<file path="config.mk">
export PLATFORM = sky130hd
export DESIGN_NAME = pae_horner
export DESIGN_NICKNAME = d
export VERILOG_FILES = /design/src/rtl/pae_pkg.sv /design/src/rtl/pae_horner.sv
export SDC_FILE = /design/constraint.sdc
export NUM_CORES = 1
export LEC_CHECK = 0
export BUFFER_PORTS_ARGS = -buffer_cell sky130_fd_sc_hd__buf_4
export CAP_MARGIN = 20
export CORE_MARGIN = 2
export CORE_UTILIZATION = 30
export CTS_CLUSTER_DIAMETER = 120
export DETAILED_ROUTE_END_ITERATION = 16
export PLACE_DENSITY = 0.44
export SETUP_SLACK_MARGIN = 0.3
export SLEW_MARGIN = 10
export SYNTH_ARGS = -nofsm -noshare
export SYNTH_HDL_FRONTEND = slang
export SYNTH_SLANG_ARGS = --single-unit
export TNS_END_PERCENT = 20
</file>
<file path="constraint.sdc">
create_clock -name clk_i -period 13.6 [get_ports clk_i]
set_clock_uncertainty 0.15 [all_clocks]
set_input_delay 2.04 -clock clk_i [delete_from_list [all_inputs] [get_ports clk_i]]
set_output_delay 2.04 -clock clk_i [all_outputs]
set_load 0.02 [all_outputs]
</file>
<file path="src/rtl/pae_pkg.sv">
// Package for the polynomial accumulate/evaluate block.
// Holds the payload structs, opcodes, FSM states and cell and multiply-add control types.
// No dependencies.
`default_nettype none

package pae_pkg;

  localparam int unsigned DataW = 32;
  localparam int unsigned DegW  = 6;

  typedef enum logic [1:0] {
    OpAdd   = 2'd0,
    OpEval  = 2'd1,
    OpClear = 2'd2
  } op_e;

  typedef enum logic [1:0] {
    StIdle,
    StEval,
    StDone
  } state_e;

  typedef struct packed {
    logic [1:0]              opcode;
    logic [DegW-1:0]         term_degree;
    logic signed [DataW-1:0] term_coefficient;
    logic signed [DataW-1:0] point;
  } in_t;

  typedef struct packed {
    logic signed [DataW-1:0] poly_value;
    logic                    status;
  } out_t;

  // Broadcast to every cell of the coefficient ring.
  typedef struct packed {
    logic             shift;
    logic             clear;
    logic             add;
    logic [DegW-1:0]  degree;
    logic [DataW-1:0] coef;
  } cell_ctrl_t;

  // Horner multiply-add unit control.
  typedef struct packed {
    logic load;
    logic step;
  } mac_ctrl_t;

endpackage

`default_nettype wire

</file>
<file path="src/rtl/pae_horner.sv">
// Horner multiply-add unit: acc = acc * x + c, one step per cycle while step is set.
// Uses pae_pkg for the control struct.
`default_nettype none

module pae_horner (
  input  wire logic                      clk_i,
  input  wire logic                      rst_ni,
  input  wire pae_pkg::mac_ctrl_t        ctrl_i,
  input  wire logic [pae_pkg::DataW-1:0] point_i,
  input  wire logic [pae_pkg::DataW-1:0] coef_i,
  output logic      [pae_pkg::DataW-1:0] acc_o
);

  logic [pae_pkg::DataW-1:0] acc_q, acc_d;
  logic [pae_pkg::DataW-1:0] x_q, x_d;
  logic [pae_pkg::DataW-1:0] prod;

  // Only the low word of the product matters.
  assign prod = acc_q * x_q;

  always_comb begin
    acc_d = acc_q;
    x_d   = x_q;
    if (ctrl_i.load) begin
      acc_d = '0;
      x_d   = point_i;
    end else if (ctrl_i.step) begin
      acc_d = prod + coef_i;
    end
  end

  always_ff @(posedge clk_i or negedge rst_ni) begin
    if (!rst_ni) begin
      acc_q <= '0;
      x_q   <= '0;
    end else begin
      acc_q <= acc_d;
      x_q   <= x_d;
    end
  end

  assign acc_o = acc_q;

endmodule

`default_nettype wire
</file>
# ---- Word-level counts from Yosys, hierarchy flattened
# Cells that the tools add are included.
dict set report totals {
  input_bits 68
  wordCells 7
  ff_bits 64
}
dict set report op_classes {
  n_reduce_logical 1
  add_sub_neg 1
  mul 1
  muxes 2
}
# operator n
set op_table {}
lappend op_table {{2-to-1 mux 32 bit} 2}
lappend op_table {{adder 32 bit} 1}
lappend op_table {{multiplier 32 x 32 -> 32 bit} 1}
lappend op_table {{nonzero test 2 bit} 1}

# ---- Logic depth before layout (Yosys ltp)
dict set report logic_depth {
  ltp_word 4
  ltp_mapped 29
}

# ---- Least setup slack after synthesis
# Ideal clock, no wire load.
dict set report synth_path {
  path_kind {input to register}
  from {in coef_i[18] (netlist bit)}
  to {reg acc_q (netlist bit acc_o[31])}
  stages 24
  path_buffers 0
  arrival_time_ns 8.251
  required_ns 13.356
  setup_slack_ns 5.105
  cell_sequence {fa_1 > fa_1 > fa_1 > inv_1 > fa_1 > inv_1 > fa_1 > inv_1 > fa_1 > inv_1 > fa_1 > inv_1 > fa_1 > inv_1 > ha_1 > nand2_1 > nor3_1 > a2111oi_0 > a31oi_1 > a21o_1 > a211oi_2 > a21oi_1 > xnor2_1 > a211oi_1}
}
dict set report synth_between {
  elab_chain_cells 3
}
# element line
set synth_rtl {}
lappend synth_rtl {{from (decl)} pae_horner.sv:10} ;# input wire logic [pae_pkg::DataW-1:0] coef_i,
lappend synth_rtl {{adder 32 bit} pae_horner.sv:28} ;# acc_d = prod + coef_i;
lappend synth_rtl {{2-to-1 mux 32 bit} pae_horner.sv:27} ;# end else if (ctrl_i.step) begin
lappend synth_rtl {{2-to-1 mux 32 bit} pae_horner.sv:24} ;# if (ctrl_i.load) begin
lappend synth_rtl {{to (signal assigned)} pae_horner.sv:34} ;# acc_q <= '0;
lappend synth_rtl {{to (signal assigned)} pae_horner.sv:37} ;# acc_q <= acc_d;
lappend synth_rtl {{to (decl)} pae_horner.sv:14} ;# logic [pae_pkg::DataW-1:0] acc_q, acc_d;
# Every way passes these cells. The select of a mux whose other input is x is not followed.
# A chain may end at the register's enable or synchronous reset.

# ---- Worst setup path in the final report
# Same ends and word-level chain as after synthesis.

==> results.py <==
metrics = {
    "drt": {
        "via_per_inst": 4.54,
        "top_layer": "met4",
        "ant_nets": 0,
        "wl_mm": 58.9,
        "wl_met1_mm": 27.9,
        "wire_per_inst_um": 20.1,
        "first_iter_violations": 583,
        "vias": 13300,
        "wl_met2_mm": 28.0,
        "drc": 0,
        "routed-wl-met3_mm": 1.83,
        "drt_pass1_iterations": 5,
    },
    "cts": {
        "postCtsSetupBuffers": 0,
        "cts_buffers": 9,
        "cts_sinks": 64,
        "holdBufCountCts": 0,
        "clockBufferDepth": 2,
        "cts-root-buf": "clkbuf_16",
        "cts_tree": "built",
        "clk_pin_slew_ns": 0.07,
        "clk_latency_ns": 0.37,
        "h-tree-depth": 3,
        "cts-resized-gates": 0,
    },
    "die": {
        "design.die.area_um2": 65900,
        "initial_core_util_pct": 30.4,
        "fp.dieH_um": 257,
        "coreArea_um2": 63100,
        "die_w_um": 257,
        "num_rows": 92,
        "io_pins": 100,
    },
    "global_routing": {
        "antenna_found_initial": 2,
        "track_usage_pct": 18.9,
        "grt.overflow.total": 0,
        "grt_pass1_wl_mm": 93.6,
        "grt_max_degree": 64,
        "grt_pass1_vias": 15200,
    },
    "sta": {
        "report.final.slew_viol_count": 0,
        "rsz0062_at_grt": "false",
        "setup_viol": 0,
        "hold_ws_ns": 0.356,
        "period_share_pct": 64.8,
        "setup_tns_ns": 0,
        "tightestPinTransition_ns": 0.925,
        "finalHoldViolCount": 0,
        "slew_headroom_pct": 38.3,
        "fin_crit_ns": 8.81,
        "max_freq_ghz": 0.114,
    },
    "yosys": {
        "synthMuxAreaShare_pct": 3.19,
        "synth_seq_cells": 64,
        "synth_compound_area_share_pct": 3.11,
        "syn-instance-count": 2037,
        "synthArstFlopShare_pct": 100,
        "synth_area_per_cell_um2": 9.41,
        "synth-adder-area-share_pct": 53.8,
        "synth_edf_count": 0,
        "syn_nets": 2667,
        "seq_area_frac_synth_pct": 8.35,
        "synth_cell_types": 43,
        "yosys.area.top_type": "fa_1",
        "synth_xor_xnor_area_share_pct": 3.93,
        "yosysTopAreaCellShare_pct": 45.7,
        "synthTopCellsByArea": "fa_1, and2_1, inv_1, dfrtp_1, ha_1",
        "synth_top_family_by_area": "adder cells",
        "synth.cell_area_um2": 19200,
        "synth_simple_gate_area_share_pct": 16.0,
        "synth_warnings": 0,
        "ys.flop_type": "dfrtp_1",
    },
    "cells_and_area": {
        "fillers": 6707,
        "diodes": 0,
        "fin_nets": 2711,
        "drive_gt1_share_pct": 9.06,
        "multi_input_area_um2": 15300,
        "synthToLayoutAreaGrowth_pct": 10.3,
        "fin_area_um2": 21100,
        "seqCellArea_um2": 1600,
    },
    "flow_run": {
        "maxCapViolCount": 0,
    },
    "min_path": {
        "hold_path.class": "reg -> reg",
        "min_to": "x_q[12]",
        "worstHoldStart": "x_q[12]",
        "worstHoldPathCells": 1,
    },
    "place": {
        "port_buffers": 99,
        "dp_hpwl_mm": 46.6,
        "place_area_um2": 20900,
        "gp_congestion": 0.835,
    },
    "worst_setup_path": {
        "required_ns": 13.72,
        "crit_arrival_ns": 8.93,
        "r2r-start": "x_q[0]",
        "setup.worst_path.end_class": "register",
        "ff2ff_setup_slack_ns": 5.10,
        "worst_setup_path_start_kind": "primary input",
        "crit_fanout": 5,
        "r2r_cells": 26,
        "worstSetupPathType": "in -> reg",
        "r2r-end": "acc_o[31]",
    },
    "run_status": {
        "status": "completed",
    },
}
## cell usage in the layout, fill, tap and decap left out, types with 3 or more instances in the layout
cell / instances
buf_4: 135
o211ai_1: 3
xor2_1: 19
a21o_1: 13
a21oi_1: 17
nor2_1: 34
ha_1: 124
nand2_1: 222
inv_1: 491
o21bai_1: 5
xnor2_1: 67
a211oi_1: 6
clkinvlp_4: 4
o21ai_0: 11
nor2b_1: 5
mux2i_1: 24
nor3_1: 5
mux2_2: 33
o21a_1: 8
fa_1: 438
a31oi_1: 3
clkbuf_16: 9
dfrtp_1: 64
and2_1: 319
## worst max path at each step
stage | start | endpoint | slack [ns] | depth (start not counted)
2_1_floorplan | coef_i[18] | acc_o[31] | 5.11 | 24
3_3_place_gp | coef_i[18] | acc_o[31] | 4.38 | 25
3_5_place_dp | coef_i[18] | acc_o[31] | 4.41 | 25
4_1_cts | coef_i[18] | acc_o[31] | 4.72 | 25
5_1_grt | coef_i[18] | acc_o[31] | 4.29 | 25
6_report | coef_i[18] | acc_o[31] | 4.79 | 25
## sequential cells by signal, indices dropped and copies added (netlist names)
register and flops:
acc_o 32, x_q 32
## cells by family after synthesis
logic type,Yosys count
muxes,57
AOI/OAI and AO/OA,82
DFF,64
adders and majority gates,562
and+or+nand+nor,593
xor gates and xnor gates,86
buffers and inverters,593
## Yosys cell counts (6+ instances only)
cell and count:
fa_1 438, mux2_2 33, o21ai_0 11, nand2_1 222, xnor2_1 67, xor2_1 19, dfrtp_1 64, a21oi_1 17
and2_1 319, a21o_1 13, a211oi_1 6, nor2_1 34, ha_1 124, mux2i_1 24, inv_1 491, clkbuf_1 100
o21a_1 8
## final cells by class
class / instances / area share [%]
multi-input cells: 1380 / 72.6
inverters: 491 / 8.72
flip-flops and latches: 64 / 7.57
well taps: 846 / 5.01
repair buffers: 135 / 4.79
clock buffers: 10 / 1.13
clock inverters: 6 / 0.207
## worst max-delay path, cell delays in order
cell	delay [ns]
buf_4	0.11
fa_1	0.50
fa_1	0.50
fa_1	0.49
inv_1	0.08
fa_1	0.55
inv_1	0.05
fa_1	0.49
inv_1	0.06
fa_1	0.54
inv_1	0.05
fa_1	0.48
inv_1	0.05
fa_1	0.48
inv_1	0.04
ha_1	0.34
nand2_1	0.09
nor3_1	0.04
a2111oi_0	0.59
a31oi_1	0.26
a21o_1	0.25
a211oi_2	0.30
a21oi_1	0.14
xnor2_1	0.14
a211oi_1	0.25
## stage by stage
| step | instances | setup WS (ns) | utilization [%] |
|---|---|---|---|
| 2_1_floorplan | 2037 | 5.11 | - |
| 3_3_place_gp | 2916 | 4.38 | 33.1 |
| 3_5_place_dp | 2916 | 4.41 | 33.1 |
| 4_1_cts | 2932 | 4.72 | 33.5 |
| 5_1_grt | 2932 | 4.29 | 33.5 |
| 6_report | 2932 | 4.79 | 33.5 |
## metal layers
metal,up-vias,GRT usage (%)
li1,5947,-
met1,7062,26.9
met2,256,31.3
met3,53,1.60
met4,0,4.28
met5,-,0
Power is left out: the tool's default activity adds up to more than one toggle a clock period on the data nets, which glitch-free logic cannot reach.
