### config.mk
export PLATFORM = sky130hd
export DESIGN_NAME = pae_cell
export DESIGN_NICKNAME = d
export VERILOG_FILES = /design/src/rtl/pae_pkg.sv /design/src/rtl/pae_cell.sv
export SDC_FILE = /design/constraint.sdc
export NUM_CORES = 1
export LEC_CHECK = 0
export ABC_AREA = 0
export BUFFER_PORTS_ARGS = -buffer_cell sky130_fd_sc_hd__buf_2
export CAP_MARGIN = 25
export CORE_MARGIN = 4
export CORE_UTILIZATION = 45
export DETAILED_ROUTE_END_ITERATION = 10
export PLACE_DENSITY = 0.76
export SLEW_MARGIN = 10
export SYNTH_ARGS = -nofsm -noshare
export SYNTH_HDL_FRONTEND = slang
export SYNTH_SLANG_ARGS = --single-unit
### constraint.sdc
create_clock -name clk_i -period 4.94 [get_ports clk_i]
set_input_delay 0.988 -clock clk_i [delete_from_list [all_inputs] [get_ports clk_i]]
set_output_delay 0.988 -clock clk_i [all_outputs]
set_load 0.01 [all_outputs]
### src/rtl/pae_pkg.sv
// Package for the polynomial accumulate/evaluate block.
// Holds the payload structs, opcodes, FSM states and cell and multiply-add control types.
// No dependencies.
`default_nettype none

package pae_pkg;

  localparam int unsigned DataW = 32;
  localparam int unsigned DegW  = 6;

  typedef enum logic [1:0] {
    OpAdd   = 2'd0,
    OpEval  = 2'd1,
    OpClear = 2'd2
  } op_e;

  typedef enum logic [1:0] {
    StIdle,
    StEval,
    StDone
  } state_e;

  typedef struct packed {
    logic [1:0]              opcode;
    logic [DegW-1:0]         term_degree;
    logic signed [DataW-1:0] term_coefficient;
    logic signed [DataW-1:0] point;
  } in_t;

  typedef struct packed {
    logic signed [DataW-1:0] poly_value;
    logic                    status;
  } out_t;

  // Broadcast to every cell of the coefficient ring.
  typedef struct packed {
    logic             shift;
    logic             clear;
    logic             add;
    logic [DegW-1:0]  degree;
    logic [DataW-1:0] coef;
  } cell_ctrl_t;

  // Horner multiply-add unit control.
  typedef struct packed {
    logic load;
    logic step;
  } mac_ctrl_t;

endpackage

`default_nettype wire

### src/rtl/pae_cell.sv
// One coefficient cell of the ring: holds the coefficient of one degree.
// Uses pae_pkg for the control struct.
`default_nettype none

module pae_cell #(
  parameter int unsigned CellIdx = 0
) (
  input  wire logic                      clk_i,
  input  wire logic                      rst_ni,
  input  wire pae_pkg::cell_ctrl_t       ctrl_i,
  input  wire logic [pae_pkg::DataW-1:0] shift_i,
  output logic      [pae_pkg::DataW-1:0] coef_o
);

  logic [pae_pkg::DataW-1:0] coef_q, coef_d;
  logic                      match;

  assign match = (32'(ctrl_i.degree) == CellIdx);

  always_comb begin
    coef_d = coef_q;
    if (ctrl_i.clear) begin
      coef_d = '0;
    end else if (ctrl_i.shift) begin
      coef_d = shift_i;
    end else if (ctrl_i.add && match) begin
      coef_d = coef_q + ctrl_i.coef;  // wraps mod 2^32
    end
  end

  always_ff @(posedge clk_i or negedge rst_ni) begin
    if (!rst_ni) begin
      coef_q <= '0;
    end else begin
      coef_q <= coef_d;
    end
  end

  assign coef_o = coef_q;

endmodule

`default_nettype wire

# Yosys cells after proc, flatten, opt, wreduce, memory -nomap -nowiden
# Index checks and enable logic that the tools add are counted.
# word_totals
elab_cells	8
output_inout_bits	32
ff_bits	32
# op_classes
n_reduce_logical	3
addsub	1
n_mux	3
# op_table
cell	n
$mux W32	3
$add A32 B32 Y32	1
$logic_not A6 Y1	1
$reduce_bool A3 Y1	1
$logic_and A1 B1 Y1	1

# Depth between registers and ports, before layout
# Gate-level depths: netlist of run 1.
# depth
depth_word	5
depth_mapped	9
mapped_depth_nobuf	9

# Worst setup path after synthesis of run 1
# OpenSTA, ideal clock, no wires.
# synth_path
kind	input port to flip-flop
startpoint	input port ctrl_i[0] (netlist bit)
endpoint	register coef_q (netlist bit coef_o[12])
required_time_ns	4.821
arrival_time_ns	3.025
cell_stages	9
setup_slack_ns	1.796
path_cell_list	ha_1 -> fa_1 -> a21o_1 -> a311o_1 -> a211o_1 -> a21oi_1 -> xor2_1 -> a21oi_1 -> o21a_1
# synth_via
elab_chain_cells	4
# synth_rtl
element	line	text
start: declaration	pae_cell.sv:10	input wire pae_pkg::cell_ctrl_t ctrl_i,
$add A32 B32 Y32	pae_cell.sv:27	coef_d = coef_q + ctrl_i.coef;
$mux W32	pae_cell.sv:26	end else if (ctrl_i.add && match) begin
$mux W32	pae_cell.sv:24	end else if (ctrl_i.shift) begin
$mux W32	pae_cell.sv:22	if (ctrl_i.clear) begin
end signal: assignment	pae_cell.sv:35	coef_q <= coef_d;
end: declaration	pae_cell.sv:15	logic [pae_pkg::DataW-1:0] coef_q, coef_d;
# Every way passes these cells. The select of a mux whose other input is x is not followed.
# A chain may end at the register's enable or synchronous reset.

# Worst setup path after layout of run 1
# Ends and elaborated chain as after synthesis.

==> results of run 1 <==
[power groups by stage]
stage                     combinational (W)  clock [W]  sequential (W)
after floorplan                    0.000210          0        0.000301
after global placement             0.000314          0        0.000296
after detailed placement           0.000317          0        0.000297
after CTS                          0.000319   0.000268        0.000292
after global routing               0.000355   0.000280        0.000294
final                              0.000322   0.000265        0.000292
[cell families after synthesis]
| logic type | count (synthesis) | share of synthesized area |
|---|---|---|
| muxes | 5 | 0.0151 |
| adders and majority gates | 32 | 0.123 |
| and+or+nand+nor | 147 | 0.199 |
| buffers and inverters | 38 | 0.0437 |
| AOI/OAI and AO/OA | 164 | 0.310 |
| DFF | 32 | 0.241 |
| xor gates and xnor gates | 26 | 0.0686 |
[worst paths after layout]
kind,startpoint,endpoint,slack [ns],cells after the start
max,ctrl_i[0],coef_o[12],1.78,10
min,coef_o[10],coef_o[10],0.59,2
max reg2reg,coef_o[0],coef_o[12],2.17,9
min reg2reg,coef_o[10],coef_o[10],0.59,2
max in group asynchronous,rst_ni,coef_o[3],3.66,1
min in group asynchronous,rst_ni,coef_o[7],0.77,1
[per-stage QoR]
step	hold WS [ns]	cells
4_1_cts	0.589	634
2_1_floorplan	0.563	444
3_3_place_gp	0.558	626
3_5_place_dp	0.572	626
5_1_grt	0.609	634
6_report	0.586	634
[synth_stat cells, drive strengths merged, types with 2 or more instances]
cell	instances	share of area
a211oi	6	0.014
nand4	6	0.011
and2	4	0.0075
a21oi	68	0.10
a31oi	3	0.0057
nand3	15	0.023
o21ai	25	0.038
o21a	7	0.016
buf	4	0.0053
or4	3	0.0068
o2111ai	2	0.0053
nand2	53	0.061
o22ai	11	0.021
o211ai	8	0.018
inv	12	0.014
clkbuf	22	0.025
nor2	47	0.053
o32ai	2	0.0053
and3	3	0.0057
xor2	17	0.045
nor3	7	0.011
a221oi	6	0.018
a21o	5	0.011
mux2i	5	0.015
xnor2	9	0.024
o31ai	2	0.0045
dfrtp	32	0.24
a211o	2	0.0053
o21bai	3	0.0068
ha	31	0.12
a31o	2	0.0053
a21boi	2	0.0045
and4	2	0.0053
[layer usage]
metal | vias up | GRT usage
met3 | 20 | 0.0409
met2 | 148 | 0.412
met5 | - | 0
met4 | 0 | 0.0445
li1 | 1819 | -
met1 | 1735 | 0.314
[final cells by class]
cell class                 instances  area share
inverter                          12      0.0113
tap                               99      0.0309
clock inverter                     2     0.00875
sequential                        32       0.200
clock buffer                       6      0.0181
timing repair buffer             109       0.138
multi-input combinational        374       0.593
[worst min-delay path, delay by kind of cell (launching register included)]
| family | cells | cell delay, ns |
|---|---|---|
| flops | 1 | 0.39 |
| compound gates | 2 | 0.15 |
==> flow_summary.yaml, run 1 <==
drt:
  wl_met1_mm: 4.78
  drc: 0
  maxUsedRoutingLayer: "met4"
  wirelength_mm: 10.7
  vias: 3722
  routed_via_density: 5.87
  avgRoutedWirePerCell_um: 16.9
  drt-initial-drc-count: 220
  drtPass1Iterations: 5
  wl_met3_um: 812
  ant_nets: 0
  wl_met2_mm: 4.96
run:
  maxCapViolCount: 0
power:
  switchingPower_w: 0.000319
  p_total_w: 0.000878
  clock_power_share: 0.301
  vdd_ir_drop_max_mv: 0.109
  netSwitchingFraction: 0.363
  p_per_area_mw_per_mm2: 219
  seqPwrFrac: 0.332
  p_comb_frac: 0.366
  leakagePower_nw: 1.95
  intPower_w: 0.000559
floorplanning:
  die-area_sq_mm: 0.00881
  start_util: 0.460
  io_pins: 107
  core_area_sq_mm: 0.00721
  rows: 31
  die_w_um: 93.9
  die_y_um: 93.9
setup_path:
  path_buf_inv: 1
  slowest_stage: "fa_1"
  path_delay_family: "compound AO/OA/AOI/OAI gates"
  end_kind: "register"
  cp_max_fo: 3
  start_kind: "input pin"
  critical_path.most_common_cell: "a21oi_1"
  arrival_ns: 3.35
  crit_chain: "buf_2 > ha_1 > fa_1 > a21o_1 > a311o_1 > a211o_1 > a21oi_1 > xor2_1 > a21oi_1 > o21a_1"
  critPathRequiredTime_ns: 5.13
  worstSetupPathType: "in2reg"
  cpPeakStageDelay_ns: 0.42
yosys:
  yosysSeqAreaShare: 0.241
  synth_area_sq_mm: 0.00332
  ys_seq_elements: 32
  synth_edf_count: 0
  ys_types: 56
  yosys_warnings: 0
  syn_area_per_cell_sq_um: 7.48
  synthArstFlopShare: 1.00
  synth_nets: 551
  postSynthCellCount: 444
  synthFlopType: "dfrtp_1"
cts:
  postCtsHoldBufs: 0
  htree_levels: 2
  cts_setup_buffers: 0
  cts_tree: "yes"
  cts.path.max_buffers: 2
  cts_buffers: 5
  clock-sinks: 32
  cts_resized: 0
  insertion_delay_ns: 0.30
  path_clk_slew_ns: 0.08
  root_buffer: "clkbuf_8"
global_routing:
  grtUsageTotal: 0.239
  grt_max_degree: 64
  grt_pass1_vias: 3521
  grt_antenna_before_repair: 0
  overflow: 0
  grt_pass1_wl_mm: 17.0
place:
  hpwl_mm: 7.92
  place_congestion: 0.946
  post-place-ws_ns: 1.49
  port-buffer-count: 106
  placed_area_sq_mm: 0.00390
cells_and_area:
  drive_gt1_frac: 0.224
  area.sequential_sq_um: 801
  multi_input_area_sq_mm: 0.00237
  fillerInstances: 724
  area_growth_pct: 20.6
  layout.nets: 641
  final_common_cell: "buf_2"
  diodes: 0
  fin_util: 0.555
  most-common-layout-cells: "buf_2 (106), a21oi_1 (67), nand2_1 (52), nor2_1 (47), dfrtp_1 (32)"
  largest_reg_flops: 32
  stdcell_area_sq_mm: 0.00400
run_status:
  outcome: "finished, final reports clean"
timing:
  hold_violations: 0
  layout_setup_ws_ns: 1.78
  finClkSkew_ns: 0.00689
  setup_viol: 0
  finalCritPeriodShare: 0.639
  fin_setup_tns_ns: 0
  max_freq_ghz: 0.317
  slew_violations: 0
  max_slew_margin: 0.464
  worst_pin_slew_ns: 0.804
  period_needed_ns: 3.16
  rsz0062_at_grt: "false"
min_path:
  hp-class: "reg2reg"
Power figures use the tool's default switching activity.
==> run 2: changes to the inputs <==
PLACE_DENSITY = 0.79   (was 0.76)
clock period = 2.7 ns   (was 4.94 ns; I/O delays follow)
==> run 2 against run 1 <==
Net effect: final cell count up 4.4%; combinational power is 100% higher; register-to-register slack got worse by 2.1 ns; via count up 3.1%; die area stayed put; hold slack worse by 0.26 ns; core utilization increased by 3.3 points; clock skew decreased by 0.0015 ns; count of clock-buffer cells in the layout grew 1; critical endpoint is now coef_o[28]; design area is 5.9% higher; clock power rose by 64%.
==> flow_summary.yaml, run 2 (synthesized netlist as in run 1, its figures left out) <==
timing:
  finalCritPeriodShare: 0.967
  rsz0062_at_grt: "false"
  slew_violations: 0
  max_freq_ghz: 0.383
  hold_violations: 0
  max_slew_margin: 0.468
  finClkSkew_ns: 0.00544
  layout_setup_ws_ns: 0.0898
  setup_viol: 0
  period_needed_ns: 2.61
  worst_pin_slew_ns: 0.798
cts:
  cts_buffers: 5
  insertion_delay_ns: 0.29
  path_clk_slew_ns: 0.08
  postCtsHoldBufs: 0
  root_buffer: "clkbuf_8"
  cts.path.max_buffers: 2
  clock-sinks: 32
  cts_tree: "yes"
  htree_levels: 2
cells_and_area:
  final_common_cell: "buf_2"
  multi_input_area_sq_mm: 0.00239
  area.sequential_sq_um: 801
  most-common-layout-cells: "buf_2 (106), a21oi_1 (66), nand2_1 (52), nor2_1 (47), dfrtp_1 (32)"
  drive_gt1_frac: 0.272
  area_growth_pct: 27.7
  largest_reg_flops: 32
  layout.nets: 670
  fillerInstances: 697
  instances_no_fill: 662
  diodes: 0
drt:
  drt-initial-drc-count: 198
  routed_via_density: 5.80
  drtPass1Iterations: 4
  drc: 0
  wirelength_mm: 10.9
  avgRoutedWirePerCell_um: 16.5
  vias: 3838
  ant_nets: 0
place:
  post-place-ws_ns: -0.294
  port-buffer-count: 106
  dp_cells: 653
  hpwl_mm: 8.30
  place_congestion: 0.924
global_routing:
  grtUsageTotal: 0.247
  grt_max_degree: 64
  grt_pass1_vias: 3722
  grt_pass1_wl_mm: 17.6
  overflow: 0
  grt_antenna_before_repair: 0
floorplanning:
  core_area_sq_mm: 0.00721
  io_pins: 107
  die_w_um: 93.9
  rows: 31
  start_util: 0.460
  die-area_sq_mm: 0.00881
  die_y_um: 93.9
setup_path:
  crit_chain: "ha_2 > fa_2 > a21o_1 > a311o_1 > a211o_1 > a31oi_1 > buf_4 > mux2i_1 > a31o_1"
  end_kind: "register"
  regToRegStartpoint: "coef_o[0]"
  slowest_stage: "fa_2"
  start_kind: "register"
  r2r_end: "coef_o[28]"
  cp_max_fo: 3
  worstSetupEndpoint: "coef_o[28]"
  crit_path_start: "coef_o[0]"
  ff2ff_path_depth: 9
  critPathRequiredTime_ns: 2.93
  rrSetupSlack_ns: 0.09
  cpPeakStageDelay_ns: 0.39
  worstSetupPathType: "reg2reg"
  arrival_ns: 2.84
run:
  maxCapViolCount: 0
run_status:
  outcome: "finished, final reports clean"
power:
  leakagePower_nw: 2.08
  p_per_area_mw_per_mm2: 380
  vdd_ir_drop_max_mv: 0.244
  p_total_w: 0.00161
min_path:
  hp-class: "in2async"
[run 2: per-stage QoR]
| stage | TNS [ns] | utilization | cell area (sq um) | hold WS (ns) |
|---|---|---|---|---|
| after floorplan | 0 | - | 3320 | 0.244 |
| after global placement | -1.11 | 0.570 | 4110 | 0.555 |
| after detailed placement | -1.57 | 0.570 | 4110 | 0.564 |
| after CTS | 0 | 0.584 | 4210 | 0.363 |
| after global routing | 0 | 0.588 | 4240 | 0.397 |
| final | 0 | 0.588 | 4240 | 0.329 |
[run 2: repair_timing]
item	4_1_cts	5_1_grt
setup buffers	0	2
pin swaps	1	4
gates resized for setup	1	3
endpoints found under the setup margin	2	6
hold endpoints to repair	0	0
[run 2: worst min-delay path by stage]
stage                     startpoint         end  slack [ns]  cells past startpoint
final                         rst_ni   coef_o[6]        0.33                      1
after global routing          rst_ni   coef_o[6]        0.40                      1
after CTS                     rst_ni   coef_o[6]        0.36                      1
after detailed placement  coef_o[10]  coef_o[10]        0.56                      2
after global placement    coef_o[10]  coef_o[10]        0.55                      2
after floorplan               rst_ni   coef_o[0]        0.24                      0
[run 2: cell type report]
class / count / area share
tap: 99 / 0.0292
multi-input combinational: 374 / 0.564
inverter: 12 / 0.0106
timing repair buffer: 138 / 0.185
sequential: 32 / 0.189
clock buffer: 7 / 0.0227
[run 2: per-layer routing]
metal  vias to the layer above  global-route usage  wire (um)
met5                         -                   0          0
met4                         0              0.0662        205
met1                      1809               0.326       4820
met3                        22              0.0264        608
li1                       1878                   -          -
met2                       129               0.426       5270
[run 2: worst max-delay path, delay by kind of cell (launching register included)]
kind / cells / cell delay [ns]
compound gates: 5 / 1.24
fa+ha+maj: 2 / 0.58
flops: 1 / 0.38
mux: 1 / 0.18
buf+inv: 1 / 0.16
[run 2: power breakdown]
part,switching (W),total [W],internal [W]
clock network,0.000206,0.000434,0.000228
registers,0.0000269,0.000534,0.000507
logic,0.000361,0.000644,0.000283
total,0.000594,0.00161,0.00102
==> run 3: changes to the inputs <==
MAX_ROUTING_LAYER = met4   (was not set)
SLEW_MARGIN = not set   (was 10)
==> run 3 against run 2 <==
Net effect: count of clock-buffer cells in the layout unchanged; sequential share of layout area is 0.15 points lower; final cell count up 0.45%; die area unchanged; wire length shrank 0.86%; hold slack improved by 0.012 ns; via count shrank 0.52%; global-route usage is 0.62 points higher; critical path type unchanged; highest routed layer unchanged.
==> flow_summary.yaml, run 3 (synthesized netlist as in run 1, its figures left out) <==
timing:
  period_needed_ns: 2.56
  hold_violations: 0
  max_freq_ghz: 0.391
  rsz0062_at_grt: "false"
  finClkSkew_ns: 0.00483
  finalCritPeriodShare: 0.948
  whs_ns: 0.342
  max_slew_margin: 0.450
  slew_violations: 0
  layout_setup_ws_ns: 0.141
  worst_pin_slew_ns: 0.824
  setup_viol: 0
cells_and_area:
  layout.nets: 672
  drive_gt1_frac: 0.276
  most-common-layout-cells: "buf_2 (106), a21oi_1 (66), nand2_1 (52), nor2_1 (47), buf_4 (34)"
  largest_reg_flops: 32
  final_common_cell: "buf_2"
  stdcell_area_sq_mm: 0.00427
  fillerInstances: 667
  fin_util: 0.592
  diodes: 0
  area_growth_pct: 28.8
run_status:
  outcome: "finished, final reports clean"
floorplanning:
  die_y_um: 93.9
  start_util: 0.460
  core_area_sq_mm: 0.00721
  die_w_um: 93.9
  io_pins: 107
  rows: 31
  die-area_sq_mm: 0.00881
global_routing:
  grt_pass1_vias: 3777
  met3_usage: 0.0329
  grtUsageMet2: 0.418
  grt_max_degree: 54
  grt_antenna_before_repair: 0
  top_usage_layer: "met2"
  grtUsageTotal: 0.253
  grt_util_met1: 0.321
  grt_pass1_wl_mm: 17.5
  overflow: 0
place:
  place_congestion: 0.935
  placed_area_sq_mm: 0.00412
  post-place-ws_ns: -0.251
  port-buffer-count: 106
  hpwl_mm: 8.29
power:
  leakagePower_nw: 2.10
  p_total_w: 0.00171
  vdd_ir_drop_max_mv: 0.255
  p_per_area_mw_per_mm2: 401
cts:
  path_clk_slew_ns: 0.07
  cts_tree: "yes"
  cts_buffers: 5
  htree_levels: 2
  clock-sinks: 32
  cts.path.max_buffers: 2
  root_buffer: "clkbuf_8"
  postCtsHoldBufs: 0
  insertion_delay_ns: 0.29
drt:
  vias: 3818
  avgRoutedWirePerCell_um: 16.2
  drt-initial-drc-count: 212
  drtPass1Iterations: 5
  wirelength_mm: 10.8
  drc: 0
  ant_nets: 0
  routed_via_density: 5.74
setup_path:
  critPathRequiredTime_ns: 2.87
  arrival_ns: 2.73
  crit_path_start: "coef_o[0]"
  ff2ff_path_depth: 10
  rrSetupSlack_ns: 0.14
  r2r_end: "coef_o[16]"
  regToRegStartpoint: "coef_o[0]"
  start_kind: "register"
  cp_max_fo: 3
  worstSetupEndpoint: "coef_o[16]"
  worstSetupPathType: "reg2reg"
  end_kind: "register"
run:
  maxCapViolCount: 0
min_path:
  hp-class: "in2async"
-- run 3: cell types whose count changed in the layout (fill, tap and decap cells not counted), sizes merged --
| cell | before | now |
|---|---|---|
| buf | 138 | 140 |
| bufinv | 0 | 1 |
-- run 3: cell type report --
type / count / area, sq um / share of cell area
timing repair buffer: 140 / 786 / 0.184
clock inverter: 1 / 30.0 / 0.00703
tap: 99 / 124 / 0.0290
sequential: 32 / 801 / 0.187
clock buffer: 7 / 96.3 / 0.0225
multi-input combinational: 374 / 2390 / 0.560
inverter: 12 / 45.0 / 0.0105
-- run 3: worst min path at each step --
| stage | from | to | slack, ns |
|---|---|---|---|
| after global placement | coef_o[10] | coef_o[10] | 0.55 |
| after detailed placement | coef_o[10] | coef_o[10] | 0.58 |
| final | rst_ni | coef_o[9] | 0.34 |
| after floorplan | rst_ni | coef_o[0] | 0.24 |
| after global routing | rst_ni | coef_o[22] | 0.39 |
| after CTS | rst_ni | coef_o[16] | 0.36 |
-- run 3: routing by layer --
metal | wire (um) | vias up
li1 | - | 1884
met1 | 4780 | 1770
met4 | 212 | 0
met3 | 695 | 21
met5 | 0 | -
met2 | 5120 | 143
-- run 3: repair_timing --
action                                  in CTS  in global routing
endpoints found under the setup margin       0                  6
buffers inserted                             0                  1
hold endpoints to repair                     0                  0
resized for setup                            0                  4
-- run 3: through the flow --
step                      cells  setup TNS [ns]
after floorplan             444               0
after global placement      656           -1.03
after detailed placement    656           -1.37
after CTS                   664               0
after global routing        665               0
final                       665               0
-- run 3: power breakdown --
part           total (W)  switching [W]  internal [W]
combinational   0.000648       0.000362      0.000285
clock           0.000532       0.000205      0.000326
sequential      0.000534      0.0000270      0.000507
-- run 3: critical path, cell delays in order (launching register included) --
cell and delay (ns):
dfrtp_1 0.38, ha_1 0.21, fa_2 0.35, a21o_1 0.20, a311o_1 0.31, a211o_1 0.38
a21oi_2 0.19, buf_4 0.13, o21ai_1 0.06, xnor2_1 0.13, o22ai_1 0.09
